--- src/hqf_pkg.sv ---
`timescale 1ns / 1ps
package hqf_pkg;
   localparam int LEVEL_COUNT = 7;
   localparam int LVL_W = 3;
   localparam logic [LVL_W-1:0] DONE_CODE = 3'd7;
   localparam logic [32:0] CUM_MAX = 33'h1_FFFF_FFFF;
   localparam logic [31:0] LEVEL_RESET [LEVEL_COUNT] = '{
      32'd6442451, 32'd97710506, 32'd681418036, 32'd2147483648,
      32'd3613549260, 32'd4197256790, 32'd4288524845};
   localparam int QDEPTH = 4;
   localparam int QPTR_W = 2;

   typedef enum logic [1:0] {JOB_INTERP, JOB_PLAIN} job_kind_type;

   // one job for the back end: one result, maybe needing interpolation
   typedef struct packed {
      job_kind_type     kind;
      logic [LVL_W-1:0] code;
      logic [31:0]      pos_a;
      logic [31:0]      pos_b;
      logic [31:0]      mass_a;
      logic [31:0]      mass_b;
      logic [31:0]      frac_r;
      logic [31:0]      frac_m;
      logic             found;
      logic             last;
   } job_type;

   typedef enum logic [1:0] {BE_IDLE, BE_MUL, BE_DIV, BE_OUT} be_state_type;
   typedef enum logic [1:0] {FE_TAKE, FE_SCAN, FE_MISS, FE_DONE} fe_state_type;
endpackage

--- src/hqf_queue.sv ---
`timescale 1ns / 1ps
module hqf_queue (
   input  logic             clock,
   input  logic             reset,
   input  logic             in_valid,
   output logic             in_ready,
   input  hqf_pkg::job_type in_job,
   output logic             out_valid,
   input  logic             out_ready,
   output hqf_pkg::job_type out_job
);
   import hqf_pkg::*;
   job_type mem_ff [QDEPTH];
   logic [QPTR_W-1:0] wr_ff, wr_in, rd_ff, rd_in;
   logic [QPTR_W:0] cnt_ff, cnt_in;

   assign in_ready = cnt_ff != (QPTR_W+1)'(QDEPTH);
   assign out_valid = cnt_ff != '0;
   assign out_job = mem_ff[rd_ff];

   always_comb begin
      wr_in = wr_ff; rd_in = rd_ff; cnt_in = cnt_ff;
      if (in_valid && in_ready) wr_in = wr_ff + 1'b1;
      if (out_valid && out_ready) rd_in = rd_ff + 1'b1;
      if ((in_valid && in_ready) && !(out_valid && out_ready)) cnt_in = cnt_ff + 1'b1;
      else if (!(in_valid && in_ready) && (out_valid && out_ready)) cnt_in = cnt_ff - 1'b1;
   end

   always_ff @(posedge clock) begin
      if (reset) begin
         wr_ff <= '0; rd_ff <= '0; cnt_ff <= '0;
      end else begin
         wr_ff <= wr_in; rd_ff <= rd_in; cnt_ff <= cnt_in;
      end
      if (in_valid && in_ready) mem_ff[wr_ff] <= in_job;
   end

   a_cnt: assert property (@(posedge clock) disable iff (reset)
      cnt_ff <= (QPTR_W+1)'(QDEPTH)) else $error("cnt");
   a_ptr: assert property (@(posedge clock) disable iff (reset)
      cnt_ff == '0 |-> wr_ff == rd_ff) else $error("ptr");
   a_hold: assert property (@(posedge clock) disable iff (reset)
      out_valid && !out_ready |=> out_valid) else $error("hold");
endmodule

--- config.mk ---
export PLATFORM = sky130hd
export DESIGN_NAME = hqf_queue
export DESIGN_NICKNAME = d
export VERILOG_FILES = /design/src/hqf_pkg.sv /design/src/hqf_queue.sv
export SDC_FILE = /design/constraint.sdc
export NUM_CORES = 1
export LEC_CHECK = 0
export BUFFER_PORTS_ARGS = -buffer_cell sky130_fd_sc_hd__buf_2
export CAP_MARGIN = 20
export CORE_AREA = 3 3 256 258
export CTS_CLUSTER_SIZE = 24
export DETAILED_ROUTE_END_ITERATION = 7
export DIE_AREA = 0 0 259 261
export PLACE_DENSITY_LB_ADDON = 0.05
export SKIP_LAST_GASP = 1
export SLEW_MARGIN = 40
export SYNTH_ARGS = -nofsm -noshare
export SYNTH_HDL_FRONTEND = slang
export SYNTH_SLANG_ARGS = --single-unit
--- constraint.sdc ---
create_clock -name clock -period 14.36 [get_ports clock]
set_input_delay 2.872 -clock clock [delete_from_list [all_inputs] [get_ports clock]]
set_output_delay 2.872 -clock clock [all_outputs]
set_load 0.01 [all_outputs]
==> reports/qor.csv <==
metric;value;unit
result of the run;completed;
clock latency at the later pin of the worst-skew pair;0.61;ns
flip-flop and latch count after synthesis;805;
clock sinks;805;
sum of met2 wire segment lengths after detailed routing;29200;µm
Data required, critical path;11.49;ns
synth top area cells;sky130_fd_sc_hd__edfxtp_1 82%, sky130_fd_sc_hd__mux4_2 15%, sky130_fd_sc_hd__dfxtp_1 0.62%, sky130_fd_sc_hd__buf_6 0.54%, sky130_fd_sc_hd__buf_2 0.38%;
final critical delay including setup and external delays;6.28;ns
number of DRC markers after the initial detailed-route iteration;801;
Critical Path AT;3.41;ns
final worst-path cycle share;43.7;%
remaining max-slew budget at the tightest pin;44.6;%
class of the worst hold path;register to register;
wire length on met3;4590;µm
sum of negative setup slack;0;ns
IO buf count;403;
ratio of routed vias to standard cells;5.25;
Maximum Capacitance Violations;0;
unrepaired setup endpoints after global routing;no;
critical path launch point type;register;
critical-path cell with the highest stage delay;sky130_fd_sc_hd__dfxtp_4;
final setup violation count;0;
library cell occupying the most area in the post-synthesis netlist;sky130_fd_sc_hd__edfxtp_1;
max incr delay on CP;0.76;ns
Net count, final;1761;
Post-Layout Inst Area;35000;µm²
element type at the critical path end;primary output;
placed cell count;2312;
depth of the CTS H-tree;3;
crit path cell chain;buf_4 > buf_6 > mux4_2 > buf_2;
final weighted congestion of routability-driven global placement;0.716;
clock tree from TritonCTS;yes;
warnings from Yosys;0;
Non-Filler Instances;2472;
Final Max Tran Viols;0;
fraction of final layout cells with drive strength greater than 1;46.1;%
Total Routed Length;59800;µm
gate family responsible for the most delay along the worst path;buffers and inverters;
hold buffer count at CTS;0;
Post-Syn Instances;1087;
multi-input gate area in the final layout;4760;µm²
fraction of synthesized cell area taken by the top area cell type;82.0;%
sum of overflow across all layers after global routing;0;
global-route wire length before repair;87900;µm
core box area;63200;µm²
I/O pin count;404;
number of buffer and inverter stages on the critical path;3;
placed cell area;32300;µm²
number of buffers inserted during clock tree synthesis;84;
distinct cell type count after synthesis;23;
pwr/cell area;185;nW/µm²
initial antenna violation count;16;
number of rows created at floorplan;92;
Die Area;67600;µm²
total number of vias;13000;
CTS clk-pin slew, worst paths;0.06;ns
number of global-route vias before repair;13700;
most used cells in the layout excluding fill and tap cells;796 x sky130_fd_sc_hd__edfxtp_1, 403 x sky130_fd_sc_hd__buf_2, 199 x sky130_fd_sc_hd__mux4_2, 87 x sky130_fd_sc_hd__clkbuf_16, 22 x sky130_fd_sc_hd__clkinv_1;
all-layer global routing usage;17.7;%
worst setup path category;register to primary output;
transition time at the pin with the least slew margin;0.831;ns
post-route antenna net violation count;0;
Critical Path Fanout Max;63;
Static Leak;11.6;nW
pin count of the biggest net entering global routing;83;
final total power;6.48;mW
number of remaining DRC errors;0;
maximum achievable frequency;159;MHz
detailed-routing wirelength on met1;24300;µm
maximum vdd ir drop;0.128;mV
Fin Clk Skew;0.0174;ns
horizontal die dimension;259;µm
combined area of all synthesized cells;29100;µm²
Die Y-Extent;261;µm
fill count;4786;
cells resized by post-CTS repair;0;
most common cell after layout, fill and taps aside;sky130_fd_sc_hd__edfxtp_1;
HPWL after detailed placement;36500;µm
Max Root-Sink Buffers;3;
sequential share of the synthesized area;82.6;%
Reg area;24100;µm²
Area Growth Syn to Fin;20.2;%
root buffer cell;sky130_fd_sc_hd__clkbuf_16;
Detailed Routing Iterations Pass 1;4;
highest routed layer;met5;
final number of hold-violating endpoints;0;
postcts setup bufs;0;
starting utilization of the core area;46.1;%
Net Count, Synth;1296;
DR WL/cell;24.2;µm
Mapped Avg Cell Area;26.8;µm²
## layer usage
| metal | up-vias | global-route usage (%) |
|---|---|---|
| li1 | 5692 | - |
| met5 | - | 0 |
| met3 | 120 | 5.97 |
| met2 | 326 | 28.0 |
| met4 | 22 | 5.78 |
| met1 | 6813 | 23.3 |
## registers in the layout (all words and copies together), names as in the netlist, named ones only
register  cells
mem_ff      796
wr_ff         2
cnt_ff        3
rd_ff         2
## final timing paths
kind | startpoint | endpoint | slack (ns) | cells after the start
setup / recovery | register | out_job[114] | 8.08 | 4
hold / removal | rd_ff[1]$_SDFFE_PP0P_ | rd_ff[1]$_SDFFE_PP0P_ | 0.53 | 2
setup reg to reg | cnt_ff[0]$_SDFFE_PP0P_ | mem_ff[1][84]$_DFFE_PP_ | 10.96 | 5
hold reg to reg | rd_ff[1]$_SDFFE_PP0P_ | rd_ff[1]$_SDFFE_PP0P_ | 0.53 | 2
## where the power goes
part	internal [mW]	switching (mW)	total [mW]	leakage (nW)
combinational	0.669	0.782	1.45	2.93
clock	1.27	0.856	2.12	1.33
sequential	2.85	0.0586	2.91	7.37
total	4.79	1.70	6.48	11.6
## synth_stat cells
master,n
sky130_fd_sc_hd__nor2_1,8
sky130_fd_sc_hd__buf_6,14
sky130_fd_sc_hd__nand2b_1,2
sky130_fd_sc_hd__o31ai_1,1
sky130_fd_sc_hd__a21boi_2,1
sky130_fd_sc_hd__dfxtp_1,9
sky130_fd_sc_hd__o311ai_0,1
sky130_fd_sc_hd__edfxtp_1,796
sky130_fd_sc_hd__inv_1,3
sky130_fd_sc_hd__nand2_1,1
sky130_fd_sc_hd__ha_1,5
sky130_fd_sc_hd__clkbuf_1,1
sky130_fd_sc_hd__mux2_2,1
sky130_fd_sc_hd__buf_1,8
sky130_fd_sc_hd__o21ai_0,1
sky130_fd_sc_hd__buf_2,22
sky130_fd_sc_hd__and2_1,4
sky130_fd_sc_hd__mux2i_1,2
sky130_fd_sc_hd__xor2_1,4
sky130_fd_sc_hd__a21oi_1,1
sky130_fd_sc_hd__or3_1,2
sky130_fd_sc_hd__mux4_2,199
sky130_fd_sc_hd__fa_1,1
## cell families (layout without fill, tap and decap cells)
family	after synthesis	after routing	synth area share, %
AOI/OAI and AO/OA	5	5	0.129
xor gates and xnor gates	4	4	0.120
other	0	7	0
muxes	202	202	15.5
DFF	805	805	82.6
and+or+nand+nor	17	17	0.288
adders and majority gates	6	6	0.283
buffers and inverters	48	580	1.07
## worst min-delay path: stages (launching register included)
cell	delay, ns
sky130_fd_sc_hd__dfxtp_1	0.33
sky130_fd_sc_hd__xor2_1	0.06
sky130_fd_sc_hd__nor2_1	0.10
## stage by stage
step | hold slack [ns] | util [%] | setup WS [ns]
6_report | 0.529 | 55.4 | 8.08
3_5_place_dp | 0.509 | 51.1 | 8.47
3_3_place_gp | 0.512 | 50.8 | 8.26
5_1_grt | 0.560 | 55.4 | 7.91
4_1_cts | 0.526 | 55.4 | 7.99
2_1_floorplan | 0.482 | - | 6.06
## layout make-up
class | instances | share of cell area [%]
Multi-Input combinational cell | 234 | 13.6
Clock buffer | 102 | 6.38
Tap cell | 846 | 3.02
Timing Repair Buffer | 424 | 6.75
Sequential cell | 805 | 68.8
Clock inverter | 51 | 1.39
Antenna cell | 7 | 0.0500
Inverter | 3 | 0.0322
(Power assumes the default switching activity.)
