File: src/hqf_pkg.sv
`timescale 1ns / 1ps
package hqf_pkg;
   localparam int LEVEL_COUNT = 7;
   localparam int LVL_W = 3;
   localparam logic [LVL_W-1:0] DONE_CODE = 3'd7;
   localparam logic [32:0] CUM_MAX = 33'h1_FFFF_FFFF;
   localparam logic [31:0] LEVEL_RESET [LEVEL_COUNT] = '{
      32'd6442451, 32'd97710506, 32'd681418036, 32'd2147483648,
      32'd3613549260, 32'd4197256790, 32'd4288524845};
   localparam int QDEPTH = 4;
   localparam int QPTR_W = 2;

   typedef enum logic [1:0] {JOB_INTERP, JOB_PLAIN} job_kind_type;

   // one job for the back end: one result, maybe needing interpolation
   typedef struct packed {
      job_kind_type     kind;
      logic [LVL_W-1:0] code;
      logic [31:0]      pos_a;
      logic [31:0]      pos_b;
      logic [31:0]      mass_a;
      logic [31:0]      mass_b;
      logic [31:0]      frac_r;
      logic [31:0]      frac_m;
      logic             found;
      logic             last;
   } job_type;

   typedef enum logic [1:0] {BE_IDLE, BE_MUL, BE_DIV, BE_OUT} be_state_type;
   typedef enum logic [1:0] {FE_TAKE, FE_SCAN, FE_MISS, FE_DONE} fe_state_type;
endpackage

File: src/hqf_front.sv
`timescale 1ns / 1ps
module hqf_front (
   input  logic                 clock,
   input  logic                 reset,
   input  logic                 req_tvalid,
   output logic                 req_tready,
   input  logic [63:0]          req_tdata,
   input  logic                 req_tlast,
   input  logic                 csr_we,
   input  logic [2:0]           csr_index,
   input  logic [31:0]          csr_wdata,
   output logic                 job_valid,
   input  logic                 job_ready,
   output hqf_pkg::job_type     job
);
   import hqf_pkg::*;

   logic [31:0] level_ff [LEVEL_COUNT];
   logic [32:0] cum_ff, cum_in, prev_cum_ff, prev_cum_in;
   logic [31:0] prev_pos_ff, prev_pos_in, prev_mass_ff, prev_mass_in;
   logic [31:0] first_ff, first_in, pos_ff, pos_in, mass_ff, mass_in;
   logic seen_ff, seen_in, was_seen_ff, was_seen_in, last_ff, last_in;
   logic [LEVEL_COUNT-1:0] found_ff, found_in;
   logic [LVL_W-1:0] k_ff, k_in;
   fe_state_type state_ff, state_in;
   logic [33:0] sum_w;
   logic [32:0] r_w;
   logic [31:0] lv;

   always_ff @(posedge clock) begin
      if (reset) begin
         for (int i = 0; i < LEVEL_COUNT; i++) level_ff[i] <= LEVEL_RESET[i];
      end else if (csr_we && csr_index < LVL_W'(LEVEL_COUNT)) begin
         level_ff[csr_index] <= csr_wdata;
      end
   end

   always_ff @(posedge clock) begin
      if (reset) begin
         state_ff <= FE_TAKE; cum_ff <= '0; seen_ff <= 1'b0; found_ff <= '0;
         prev_pos_ff <= '0; prev_mass_ff <= '0; first_ff <= '0;
      end else begin
         state_ff <= state_in; cum_ff <= cum_in; seen_ff <= seen_in;
         found_ff <= found_in; prev_pos_ff <= prev_pos_in;
         prev_mass_ff <= prev_mass_in; first_ff <= first_in;
      end
      prev_cum_ff <= prev_cum_in; pos_ff <= pos_in; mass_ff <= mass_in;
      was_seen_ff <= was_seen_in; last_ff <= last_in; k_ff <= k_in;
   end

   assign lv = level_ff[k_ff];

   always_comb begin
      state_in = state_ff; cum_in = cum_ff; seen_in = seen_ff;
      found_in = found_ff; prev_pos_in = prev_pos_ff;
      prev_mass_in = prev_mass_ff; first_in = first_ff;
      prev_cum_in = prev_cum_ff; pos_in = pos_ff; mass_in = mass_ff;
      was_seen_in = was_seen_ff; last_in = last_ff; k_in = k_ff;
      req_tready = 1'b0; job_valid = 1'b0; job = '0;
      sum_w = {1'b0, cum_ff} + 34'(req_tdata[63:32]);
      r_w = ({1'b0, lv} > prev_cum_ff) ? 33'({1'b0, lv} - prev_cum_ff) : '0;
      if (r_w > 33'(mass_ff)) r_w = 33'(mass_ff);
      job.code = k_ff;
      job.pos_a = first_ff;
      unique case (state_ff)
         FE_TAKE: begin
            req_tready = 1'b1;
            if (req_tvalid) begin
               prev_cum_in = cum_ff;
               cum_in = sum_w[33] ? CUM_MAX : sum_w[32:0];
               pos_in = req_tdata[31:0]; mass_in = req_tdata[63:32];
               last_in = req_tlast; was_seen_in = seen_ff;
               if (!seen_ff) first_in = req_tdata[31:0];
               k_in = '0; state_in = FE_SCAN;
            end
         end
         FE_SCAN: begin
            // one level per cycle while the queue takes jobs; a crossing becomes a queued job
            job.kind = was_seen_ff ? JOB_INTERP : JOB_PLAIN;
            job.pos_a = was_seen_ff ? prev_pos_ff : pos_ff;
            job.pos_b = pos_ff;
            job.mass_a = was_seen_ff ? prev_mass_ff : mass_ff;
            job.mass_b = mass_ff;
            job.frac_r = r_w[31:0]; job.frac_m = mass_ff; job.found = 1'b1;
            if (!found_ff[k_ff] && cum_ff >= {1'b0, lv}) begin
               job_valid = 1'b1;
               if (job_ready) found_in[k_ff] = 1'b1;
            end
            if (!job_valid || job_ready) begin
               if (k_ff == LVL_W'(LEVEL_COUNT - 1)) begin
                  prev_pos_in = pos_ff; prev_mass_in = mass_ff; seen_in = 1'b1;
                  k_in = '0;
                  state_in = last_ff ? FE_MISS : FE_TAKE;
               end else k_in = k_ff + 1'b1;
            end
         end
         FE_MISS: begin
            job.kind = JOB_PLAIN;
            if (!found_ff[k_ff]) job_valid = 1'b1;
            if (!job_valid || job_ready) begin
               if (k_ff == LVL_W'(LEVEL_COUNT - 1)) state_in = FE_DONE;
               else k_in = k_ff + 1'b1;
            end
         end
         FE_DONE: begin
            job.kind = JOB_PLAIN; job.code = DONE_CODE; job.last = 1'b1;
            job.mass_a = cum_ff[32] ? 32'hFFFF_FFFF : cum_ff[31:0];
            job_valid = 1'b1;
            if (job_ready) begin
               cum_in = '0; seen_in = 1'b0; found_in = '0; state_in = FE_TAKE;
            end
         end
         default: state_in = FE_TAKE;
      endcase
   end

   a_take: assert property (@(posedge clock) disable iff (reset)
      req_tvalid && req_tready |=> state_ff == FE_SCAN) else $error("take");
   a_done: assert property (@(posedge clock) disable iff (reset)
      state_ff == FE_DONE && job_ready |=> found_ff == '0) else $error("clr");
   a_sat: assert property (@(posedge clock) disable iff (reset)
      $past(cum_ff) > cum_ff |-> cum_ff == '0) else $error("sat");
endmodule

File: config.mk
export PLATFORM = sky130hd
export DESIGN_NAME = hqf_front
export DESIGN_NICKNAME = d
export VERILOG_FILES = /design/src/hqf_pkg.sv /design/src/hqf_front.sv
export SDC_FILE = /design/constraint.sdc
export NUM_CORES = 1
export LEC_CHECK = 0
export ABC_AREA = 1
export BUFFER_PORTS_ARGS = -buffer_cell sky130_fd_sc_hd__buf_2
export CAP_MARGIN = 10
export CORE_AREA = 2 2 259 261
export CTS_CLUSTER_SIZE = 20
export DETAILED_ROUTE_END_ITERATION = 8
export DIE_AREA = 0 0 261 263
export SYNTH_ARGS = -nofsm -noshare
export SYNTH_HDL_FRONTEND = slang
export SYNTH_SLANG_ARGS = --single-unit
File: constraint.sdc
create_clock -name clock -period 10.88 [get_ports clock]
set_input_delay 2.72 -clock clock [delete_from_list [all_inputs] [get_ports clock]]
set_output_delay 2.72 -clock clock [all_outputs]
set_load 0.02 [all_outputs]
==> impl_metrics.yaml <==
critical_path:
  critPathMaxStageDelay_ns: 0.82
  cp_num_buf_inv: 4
  cp_max_fo: 57
  path_common_cell: "nand2_1"
  critPathTopFamily: "simple AND/OR/NAND/NOR gates"
  critical_path.endpoint_type: "output pin"
  path_class: "reg -> out"
  cp-start-kind: "register"
  arrival_ns: 7.54
  cp.required_ns: 8.16
  critical-path-slowest-cell: "o21ai_0"
global_route:
  grt_pass1_wl_mm: 141
  grt_use_total_pct: 26.6
  grt_max_degree: 101
  grt_overflow: 0
  use_met2_pct: 43.2
  use_met1_pct: 36.5
  met3_usage_pct: 3.18
  antenna_found_initial: 3
  grt.busiest_layer: "met2"
  grt_pass1_vias: 23603
yosys:
  synth_area_um2: 28100
  synth_edf_count: 326
  synth_top_area_cell: "edfxtp_1"
  syn_inst: 3546
  yosys-top-cells-area: "edfxtp_1, dfxtp_1, nor2_1"
  ys.flop_type: "edfxtp_1"
  synth_top_area_share_pct: 34.8
  async_flop_share_pct: 0
  ys_types: 54
  ys_ff_latch: 500
  ys_warn_count: 0
  synth.avg_cell_area_um2: 7.94
  yosysSeqAreaShare_pct: 47.2
clocking:
  htreeDepth: 2
  cts-resized-gates: 0
  clkSinkCount: 500
  cts.hold.buffers_added: 0
  cts_buffers: 54
  cts_setup_buffers: 0
  clkTransAtPathRegs_ns: 0.06
  clk_latency_ns: 0.63
  cts_tree: "yes"
  clk_path_buf_depth: 3
  clockRootBuffer: "clkbuf_16"
floorplanning:
  floorplan.initialDensity_pct: 42.9
  core_um2: 65600
  core.rowCount: 94
  io_pins: 306
  die_h_um: 263
  die_x_um: 261
  die-area_um2: 68600
cells_and_area:
  mostFrequentLayoutCells: "nor2_1, nand2_1, o21ai_0"
  final_common_cell: "nor2_1"
  n_fill_cell: 6513
  syn_to_final_growth_pct: 14.1
  final_cells: 4699
  final_nets: 4030
  drive_gt1_share_pct: 12.9
route:
  via_per_inst: 5.34
  num_vias: 25105
  ant_nets: 0
  wire_per_inst_um: 19.9
  drt_wl_total_mm: 93.3
  first_iter_violations: 2047
  remaining_drc_errors: 0
  dr.pass1.iters: 5
power_and_ir_drop:
  ir_worst_vdd_uv: 140
  power.internal_mw: 5.15
  pwr-share-comb_pct: 56.6
  pwr-share-seq_pct: 25.5
  clock_power_share_pct: 17.9
  p_per_area_nw_per_um2: 316
  p_sw_share_pct: 49.2
  p_switching_mw: 4.99
  cellLeakagePower_nw: 14.5
sta:
  finalHoldViolations: 0
  worstMarginPinSlew_ns: 1.09
  final_max_slew_viol_count: 0
  fin_crit_sh_pct: 94.3
  fin_setup_tns_ns: 0
  min_period_ns: 10.26
  setup_viol_count_final: 0
  rsz0062_at_grt: "false"
  fin_skew_ns: 0.0509
  max_freq_ghz: 0.0975
  relSlewSlack_pct: 27.3
outcome:
  status: "completed"
placed_design:
  place.gp.congestion: 1.02
  dpl.cell_count: 4596
  hpwlAfterDp_mm: 66.6
  port_buffers: 304
run:
  maxCapViolCount: 0
min_path:
  hold_path.class: "reg -> reg"
cell usage after synthesis, types with 9 or more instances:
library cell    n
o21ai_0       452
a21o_1         16
a31oi_1        14
o21a_1         10
nor3_1         23
nand4_1        21
buf_2          22
o21ai_1        11
clkbuf_1      134
dfxtp_1       174
ha_1          135
a21oi_2         9
nand2_1       584
o32ai_1        64
nor2_1        775
o211ai_1       13
buf_4          36
a21oi_1       163
nand3_1        68
xnor2_1        22
xor2_1         23
edfxtp_1      326
inv_1         356
worst register-to-register path, cell delays in order (launching register included):
cell and delay [ns]:
dfxtp_4 0.54, inv_4 0.46, buf_12 0.33, buf_4 0.29, nor2_1 0.06, o32ai_1 0.21
inv_1 0.06, o21ai_0 0.44, inv_1 0.10, ha_1 0.36, a21oi_1 0.16, o21ai_0 0.11
a21oi_1 0.13, nand2_1 0.07, nand2_1 0.05, nand4_1 0.28, nand3_1 0.20, nand2_2 0.08
inv_2 0.20, buf_4 0.60, nor2_1 0.15, nor2_1 0.13
cell type report:
type / count / area (um^2) / share of cell area (%)
antenna: 3 / 7.51 / 0.0234
inverter: 369 / 1390 / 4.34
multi-input combinational: 2507 / 12700 / 39.5
clock inverter: 21 / 220 / 0.686
timing repair buffer: 356 / 1920 / 5.99
tap: 864 / 1080 / 3.37
sequential: 500 / 13300 / 41.4
clock buffer: 79 / 1540 / 4.78
cell families after synthesis:
group           after synthesis  share of synthesized area, %
simple gates               1513                          21.4
compound gates              779                          15.5
buf+inv                     571                          8.34
flops                       500                          47.2
fa+ha+maj                   137                          6.15
xor+xnor                     45                          1.40
other cells                   1                        0.0133
metrics by stage:
step / utilization [%] / power [mW] / instance area (um^2) / hold slack (ns) / setup slack, ns
global placement: 46.2 / 8.34 / 30400 / 0.446 / 1.44
CTS: 48.9 / 10.1 / 32100 / 0.464 / 0.686
global route: 48.9 / 10.9 / 32100 / 0.476 / 0.123
floorplan: - / 6.52 / 28300 / 0.409 / 3.12
finish: 48.9 / 10.1 / 32100 / 0.461 / 0.624
detailed placement: 46.2 / 8.29 / 30400 / 0.454 / 1.38
worst paths after layout:
path                                                from                           end  slack (ns)  depth (start not counted)
worst min register to register  found_ff[0]$_SDFFE_PP0P_      found_ff[0]$_SDFFE_PP0P_        0.46                          2
worst min-delay path            found_ff[0]$_SDFFE_PP0P_      found_ff[0]$_SDFFE_PP0P_        0.46                          2
worst max-delay path                            register                       job[63]        0.62                         33
worst max register to register                  register  prev_mass_ff[4]$_SDFFE_PP0P_        5.81                         21
metal layers:
layer  part of all wire (%)  wire length, um
met1                     44            41300
met2                     46            43200
met3                    5.9             5470
met4                    3.6             3330
met5                      0                0
registers in the layout (all words and copies together) (netlist names), 3 cells and up, named ones only:
name          flops
found_ff          7
level_ff        256
prev_pos_ff      32
mass_ff          32
k_ff              3
prev_mass_ff     32
cum_ff           33
prev_cum_ff      33
pos_ff           32
first_ff         32
power by group through the flow:
stage                     Sequential (mW)  Clock, mW  Combinational, mW
after floorplan                      2.48          0               4.04
after global placement               2.62          0               5.72
after detailed placement             2.62          0               5.67
after CTS                            2.58       1.84               5.70
after global routing                 2.62       1.91               6.33
final                                2.58       1.81               5.75
Note: power is estimated with default switching activity, not from simulation.
